**src/lzhc_pkg.sv**
```systemverilog
// Shared types and operation codes for the LZ77 hash chain table.
`timescale 1ns / 1ps

package lzhc_pkg;

    localparam logic [1:0] FUNC_INSERT = 2'd0;
    localparam logic [1:0] FUNC_NEXT   = 2'd1;
    localparam logic [1:0] FUNC_SLIDE  = 2'd2;

    typedef struct packed {
        logic [1:0]  func;
        logic [7:0]  new_byte;
        logic [15:0] position;
        logic [14:0] hash_in;
        logic [15:0] chain_position;
    } req_t;

    typedef struct packed {
        logic [15:0] match_head;
        logic [14:0] hash_out;
    } rsp_t;

    typedef struct packed {
        logic capture;
        logic clear;
        logic sweep;
        logic exec;
    } cmd_t;

    typedef struct packed {
        logic clear_end;
        logic sweep_end;
    } status_t;

endpackage

```
**src/lzhc_ctrl.sv**
```systemverilog
// Controller state machine for the LZ77 hash chain table.
`timescale 1ns / 1ps

module lzhc_ctrl (
    input  logic             clk,
    input  logic             rst_n,
    input  logic             start,
    input  logic [1:0]       func,
    input  lzhc_pkg::status_t status,
    output lzhc_pkg::cmd_t   cmd,
    output logic             busy,
    output logic             done
);

    typedef enum logic [3:0] {
        ST_CLEAR = 4'b0001,
        ST_IDLE  = 4'b0010,
        ST_EXEC  = 4'b0100,
        ST_SLIDE = 4'b1000
    } state_t;

    state_t state_reg;
    state_t state_next;

    always_ff @(posedge clk or negedge rst_n)
    begin
        if (!rst_n)
        begin
            state_reg <= ST_CLEAR;
        end
        else
        begin
            state_reg <= state_next;
        end
    end

    always_comb
    begin
        state_next  = state_reg;
        cmd         = '0;
        busy        = 1'b1;
        done        = 1'b0;
        unique case (state_reg)
            ST_CLEAR:
            begin
                cmd.clear = 1'b1;
                if (status.clear_end)
                begin
                    state_next = ST_IDLE;
                end
            end
            ST_IDLE:
            begin
                busy = 1'b0;
                if (start)
                begin
                    cmd.capture = 1'b1;
                    state_next  = (func == lzhc_pkg::FUNC_SLIDE) ? ST_SLIDE : ST_EXEC;
                end
            end
            ST_SLIDE:
            begin
                cmd.sweep = 1'b1;
                if (status.sweep_end)
                begin
                    state_next = ST_EXEC;
                end
            end
            ST_EXEC:
            begin
                cmd.exec   = 1'b1;
                done       = 1'b1;
                state_next = ST_IDLE;
            end
            default:
            begin
                state_next = ST_CLEAR;
            end
        endcase
    end

endmodule

```
**config.mk**
```make
export PLATFORM = sky130hd
export DESIGN_NAME = lzhc_ctrl
export DESIGN_NICKNAME = d
export VERILOG_FILES = /design/src/lzhc_pkg.sv /design/src/lzhc_ctrl.sv
export SDC_FILE = /design/constraint.sdc
export NUM_CORES = 1
export LEC_CHECK = 0
export CAP_MARGIN = 10
export CORE_AREA = 4 4 41 43
export CTS_BUF_LIST = sky130_fd_sc_hd__clkbuf_2 sky130_fd_sc_hd__clkbuf_4 sky130_fd_sc_hd__clkbuf_8
export CTS_CLUSTER_DIAMETER = 40
export CTS_CLUSTER_SIZE = 40
export DETAILED_ROUTE_END_ITERATION = 7
export DIE_AREA = 0 0 45 47
export DONT_BUFFER_PORTS = 1
export SLEW_MARGIN = 15
export SYNTH_ARGS = -nofsm -noshare
export SYNTH_HDL_FRONTEND = slang
export SYNTH_SLANG_ARGS = --single-unit
export TNS_END_PERCENT = 10
```
**constraint.sdc**
```tcl
create_clock -name clk -period 3.9 [get_ports clk]
set_input_delay 0.78 -clock clk [delete_from_list [all_inputs] [get_ports clk]]
set_output_delay 0.78 -clock clk [all_outputs]
set_load 0.02 [all_outputs]
```
==> results.md, run 1 <==
* Status: complete, no violations
* Core region area at 0.001301 sq mm
* Busiest layer in global routing: met2
* Clock slew seen by the registers of the worst setup and hold paths at about 0.04 ns
* Register area share after synthesis at 37.85%
* All-Layer GR Usage at 6.027%
* Unrepaired setup endpoints after global routing: no
* Final setup violation count at 0
* Post-CTS repair timing setup buffer count at 0
* Worst setup path category: flip-flop to primary output
* Wirelength per Cell at 11.48 microns
* Number of clock sinks seen by CTS at 4
* Worst Skew at approximately 0.0035 ns
* Worst min-delay path class: primary input to asynchronous set/reset pin
* Max cap viols at 0
* Placer congestion estimate at 0.6864
* Layout-stage area growth over the synthesis result at 15.42%
* Final number of max-transition violations at 0
* DRC errors left at 0
* Maximum number of pins on one net before global-route repair at 8
* Sum of negative setup slack at 0 ns
* Netlist area before placement at 267.8 sq um
* Row cnt at 13
* Dpl ws at 1.814 ns
* Initial DRT Pass Iterations at 4
* Max IR drop VDD at 304.8 uV
* Synthesized Nets at 35
* Ratio of cells with drive above 1 in the final layout at 29.03%
* Sequence of cells on the critical path: or3b_1 > nor2_2
* Period utilisation layout at 59.72%
* Detail-routed via count per cell at 4.609
* Number of gates resized after CTS at 0
* Data arrival time of the critical path at between 1.5 and 2 ns
* Number of antenna violations at the first check in global routing at 0
* CTS H-tree depth at 1
* Via Count at 212
* CTS tree: built
* Vias in the first global route at 210
* GRT met2 Usage at 7.627%
* Count of inserted antenna diode cells at 0
* Die Wd at roughly 45 microns
* Timing-limited maximum frequency at 429.4 MHz
* Antenna Violating Nets Remaining at 0
* Clock buffer count from CTS at 3
* Hold-fix buffers at CTS at 0
* Mean instance size in the synthesized netlist at 9.563 sq um
* Library cell contributing the largest single delay on the critical path: sky130_fd_sc_hd__dfrtp_1
* Clock Root Buffer: sky130_fd_sc_hd__clkbuf_4
* Layout Utilization at 23.75%
* Starting DRC count in detailed routing at 4
* Post-place instance area at 279.0 sq um
* Hpwl dp at 441.3 microns
* Final instance area at 309.0 sq um
* Number of I/O port buffers at 0
* Overall overflow remaining after global route at 0
* Combined buffer and inverter count along the critical path at 0
* Die Footprint at 0.002115 sq mm
* Final hold violation count at 0
* Yosys warnings at 0
* Buffer depth of the longest clock path at 2
* Required time worst endpoint at approximately 3.1 ns
* Synthesized netlist cell count at 28
* Critical path launch point type: flip-flop
* P per Cell Area at 693.0 mW/mm^2
* Crit. End Element: primary output
* Post-synthesis cell type count at 20
* Worst path max stage delay at 0.48 ns
* Starting utilization of the core area at 20.58%
* Final routed wirelength across all metal layers at between 500 and 600 microns
* Slew headroom at between 50% and 60%
* Final setup margin at 1.571 ns
* Die boundary height at about 47 microns
* Actual slew at the worst max-slew pin at 0.6650 ns
* Top delay family on crit path: simple AND/OR/NAND/NOR gates
* Met3 usage at 6.897%
* Number of nets in the layout at 39
* Top fanout value on the critical path at 7
* Io pins at 13
* Global-route wire length before repair at approximately 860 microns
* Met1 Usage GRT at 7.126%
* Clock latency on the worst-skew pair at 0.23 ns
* Synthesis-stage register bit count at 4
* Largest register FFs at 4
* Fin crit period at about 2.3 ns
* LEAKAGE at 0.1185 nW
per-stage QoR:
stage,total power (W),hold slack (ns),std cells
finish,0.0002142,0.2412,46
global route,0.0002325,0.2151,46
CTS,0.0002197,0.2293,46
detailed placement,0.0001537,0.4845,42
global placement,0.0001555,0.4845,42
floorplan,0.0001411,0.4844,28
per-layer routing:
layer	vias up	wire (microns)
li1	105	-
met1	97	250
met2	10	203
met3	0	74
met4	0	0
met5	-	0
logic make-up (layout without fill, tap and decap cells):
logic type,count (synthesis),in the layout,share of synthesized area (%)
buf+inv,5,8,8.411
compound gates,7,7,16.35
simple gates,12,12,37.38
flops,4,4,37.85
synthesized netlist by cell type:
cell | number | area (sq um)
sky130_fd_sc_hd__o22ai_1 | 2 | 12.51
sky130_fd_sc_hd__inv_1 | 4 | 15.01
sky130_fd_sc_hd__a211oi_1 | 1 | 7.510
sky130_fd_sc_hd__nand2b_1 | 2 | 12.51
sky130_fd_sc_hd__nor2_1 | 1 | 3.750
sky130_fd_sc_hd__a31oi_1 | 1 | 6.260
sky130_fd_sc_hd__a21oi_1 | 1 | 5.000
sky130_fd_sc_hd__or3_1 | 2 | 12.51
sky130_fd_sc_hd__or3b_1 | 1 | 8.760
sky130_fd_sc_hd__nor4b_2 | 1 | 15.01
sky130_fd_sc_hd__nor4b_4 | 1 | 23.77
sky130_fd_sc_hd__nand2b_2 | 1 | 8.760
sky130_fd_sc_hd__nand2_1 | 1 | 3.750
sky130_fd_sc_hd__dfstp_2 | 1 | 26.28
sky130_fd_sc_hd__dfrtp_1 | 3 | 75.07
sky130_fd_sc_hd__nor2_2 | 1 | 6.260
sky130_fd_sc_hd__o21ai_0 | 1 | 5.000
sky130_fd_sc_hd__a22oi_1 | 1 | 7.510
sky130_fd_sc_hd__buf_4 | 1 | 7.510
sky130_fd_sc_hd__nor3_1 | 1 | 5.000
path summary, 6_finish.rpt:
path | start | endpoint | slack, ns | cells after the start
worst max register to register | state_reg[2] | state_reg[0] | 2.39 | 3
worst min-delay path | rst_n | state_reg[2] | 0.24 | 0
max in group asynchronous | rst_n | state_reg[0] | 3.49 | 0
worst min register to register | state_reg[3] | state_reg[1] | 0.57 | 1
min in group clk | state_reg[3] | state_reg[1] | 0.57 | 1
worst max-delay path | state_reg[2] | cmd[0] | 1.57 | 2
worst register-to-register path, delay by kind of cell, from the launching register on:
kind             cells  cell delay (ns)
AO/OA/AOI/OAI        1             0.09
flip-flops           1             0.48
AND/OR/NAND/NOR      2             0.83
layout by cell type (no fill, tap or decap), drive strengths merged:
master / netlist / final
a211oi: 1 / 1
a21oi: 1 / 1
nor4b: 2 / 2
nand2: 1 / 1
clkbuf: 0 / 4
or3: 2 / 2
inv: 4 / 4
dfstp: 1 / 1
nor3: 1 / 1
dfrtp: 3 / 3
nor2: 2 / 2
a31oi: 1 / 1
o21ai: 1 / 1
a22oi: 1 / 1
or3b: 1 / 1
nand2b: 3 / 3
o22ai: 2 / 2
layout make-up:
type	instances	area [sq um]
fillers	154	992.2
inverters	4	15.01
well taps	15	18.77
flip-flops and latches	4	101.3
clock buffers	4	30.03
multi-input cells	19	143.9
power by group:
part           leakage [nW]  total [W]  internal (W)  switching [W]
registers            0.0510  0.0000798     0.0000575      0.0000223
logic                0.0491  0.0000721     0.0000284      0.0000437
clock network        0.0184  0.0000623     0.0000453      0.0000170
total                 0.119   0.000214      0.000131      0.0000829
Power figures use the tool's default switching activity.
==> run 2, diff against run 1 <==
- clock period: 3.9 -> 2.2 ns (I/O delays scaled with it)
==> results.md, run 2 (synthesis results as in run 1) <==
* Status: complete, no violations
* Final setup violation count at 0
* Starting DRC count in detailed routing at 0
* Number of I/O port buffers at 0
* Period utilisation layout at between 90 and 100%
* Max cap viols at 0
* Count of inserted antenna diode cells at 0
* Slew headroom at 66.33%
* Ratio of cells with drive above 1 in the final layout at 30.30%
* Buffer depth of the longest clock path at 2
* Overall overflow remaining after global route at 0
* Row cnt at 13
* Max IR drop VDD at about 310 uV
* Vias in the first global route at ~220
* Fin crit period at ~2.0 ns
* Layout-stage area growth over the synthesis result at 21.96%
* Worst Skew at 0.005929 ns
* Layout Utilization at 25.10%
* Most frequent cells in the layout: sky130_fd_sc_hd__inv_1, sky130_fd_sc_hd__clkbuf_4, sky130_fd_sc_hd__dfrtp_1
* Data arrival time of the critical path at 1.54 ns
* Post-layout instance count excluding filler cells at between 40 and 50
* Io pins at 13
* Worst setup path category: flip-flop to primary output
* Hold Worst Slack at 0.05611 ns
* Die Wd at 45 microns
* Wirelength per Cell at 11.10 microns
* Starting utilization of the core area at 20.58%
* Crit. End Element: primary output
* Hold-fix buffers at CTS at 1
* CTS tree: built
* Via Count at 217
* Clock slew seen by the registers of the worst setup and hold paths at around 0.04 ns
* Initial DRT Pass Iterations at 1
* Placer congestion estimate at 0.6753
* Sum of negative setup slack at 0 ns
* Number of gates resized after CTS at 0
* Largest register FFs at 4
* # placed instances at 43
* Clock Root Buffer: sky130_fd_sc_hd__clkbuf_4
* DRC errors left at 0
* Final hold violation count at 0
* Number of antenna violations at the first check in global routing at 0
* Final routed wirelength across all metal layers at ~530 microns
* All-Layer GR Usage at 6.344%
* Clock latency on the worst-skew pair at 0.23 ns
* Post-CTS repair timing setup buffer count at 0
* Final number of max-transition violations at 0
* Maximum number of pins on one net before global-route repair at 8
* Core region area at 0.001301 sq mm
* Detail-routed via count per cell at 4.521
* LEAKAGE at 0.1275 nW
* P per Cell Area at roughly 1200 mW/mm^2
* Unrepaired setup endpoints after global routing: no
* Actual slew at the worst max-slew pin at between 0.5 and 0.6 ns
* CTS H-tree depth at 1
* Hpwl dp at 441.7 microns
* Number of clock sinks seen by CTS at 4
* Top fanout value on the critical path at 7
* Timing-limited maximum frequency at 504.5 MHz
* Antenna Violating Nets Remaining at 0
* Final total power at 0.0003963 W
* Clock buffer count from CTS at 3
* Required time worst endpoint at 1.76 ns
* Global-route wire length before repair at between 800 and 900 microns
* Worst min-delay path class: primary input to asynchronous set/reset pin
* Number of nets in the layout at just over 40
* Critical path launch point type: flip-flop
* Die Footprint at 0.002115 sq mm
* Die boundary height at 47 microns
==> run 2: cell types whose count changed in the layout (fill, tap and decap cells not counted) <==
cell and delta:
sky130_fd_sc_hd__dlygate4sd3_1 +1, sky130_fd_sc_hd__buf_4 +1
==> run 2: cell type report <==
| cell class | count | area (sq um) |
|---|---|---|
| fill | 150 | 974.7 |
| multi-input combinational | 19 | 143.9 |
| tap | 15 | 18.77 |
| sequential | 4 | 101.3 |
| timing repair buffer | 2 | 17.52 |
| clock buffer | 4 | 30.03 |
| inverter | 4 | 15.01 |
==> run 2: final timing paths <==
path / start / endpoint / slack (ns) / cells past startpoint
setup / recovery: state_reg[2] / cmd[0] / 0.22 / 2
max in group asynchronous: rst_n / state_reg[1] / 1.58 / 1
min in group clk: status[0] / state_reg[3] / 0.31 / 1
hold reg to reg: state_reg[3] / state_reg[1] / 0.59 / 1
hold / removal: rst_n / state_reg[0] / 0.06 / 0
setup reg to reg: state_reg[2] / state_reg[0] / 0.71 / 3
==> run 2: critical path: stages (launching register included) <==
cell and delay (ns):
sky130_fd_sc_hd__dfrtp_1 0.48, sky130_fd_sc_hd__or3b_1 0.41, sky130_fd_sc_hd__nor2_2 0.42
==> run 2: per-stage QoR <==
step | worst slack [ns] | area [sq um]
floorplan | 0.4795 | 267.8
global placement | 0.5037 | 286.5
detailed placement | 0.4630 | 286.5
CTS | 0.2046 | 326.6
global route | 0.1339 | 326.6
finish | 0.2180 | 326.6
==> run 2: routing by layer <==
layer	part of all wire, %	track usage (%)	up-vias
met2	38	7.627	13
met3	15	7.280	0
met1	47	7.816	94
li1	-	-	110
met5	0	0	-
met4	0	0	0
==> run 2: power by group <==
group | switching (W) | internal (W)
logic | 0.0000786 | 0.0000675
registers | 0.0000389 | 0.000102
clock network | 0.0000291 | 0.0000803
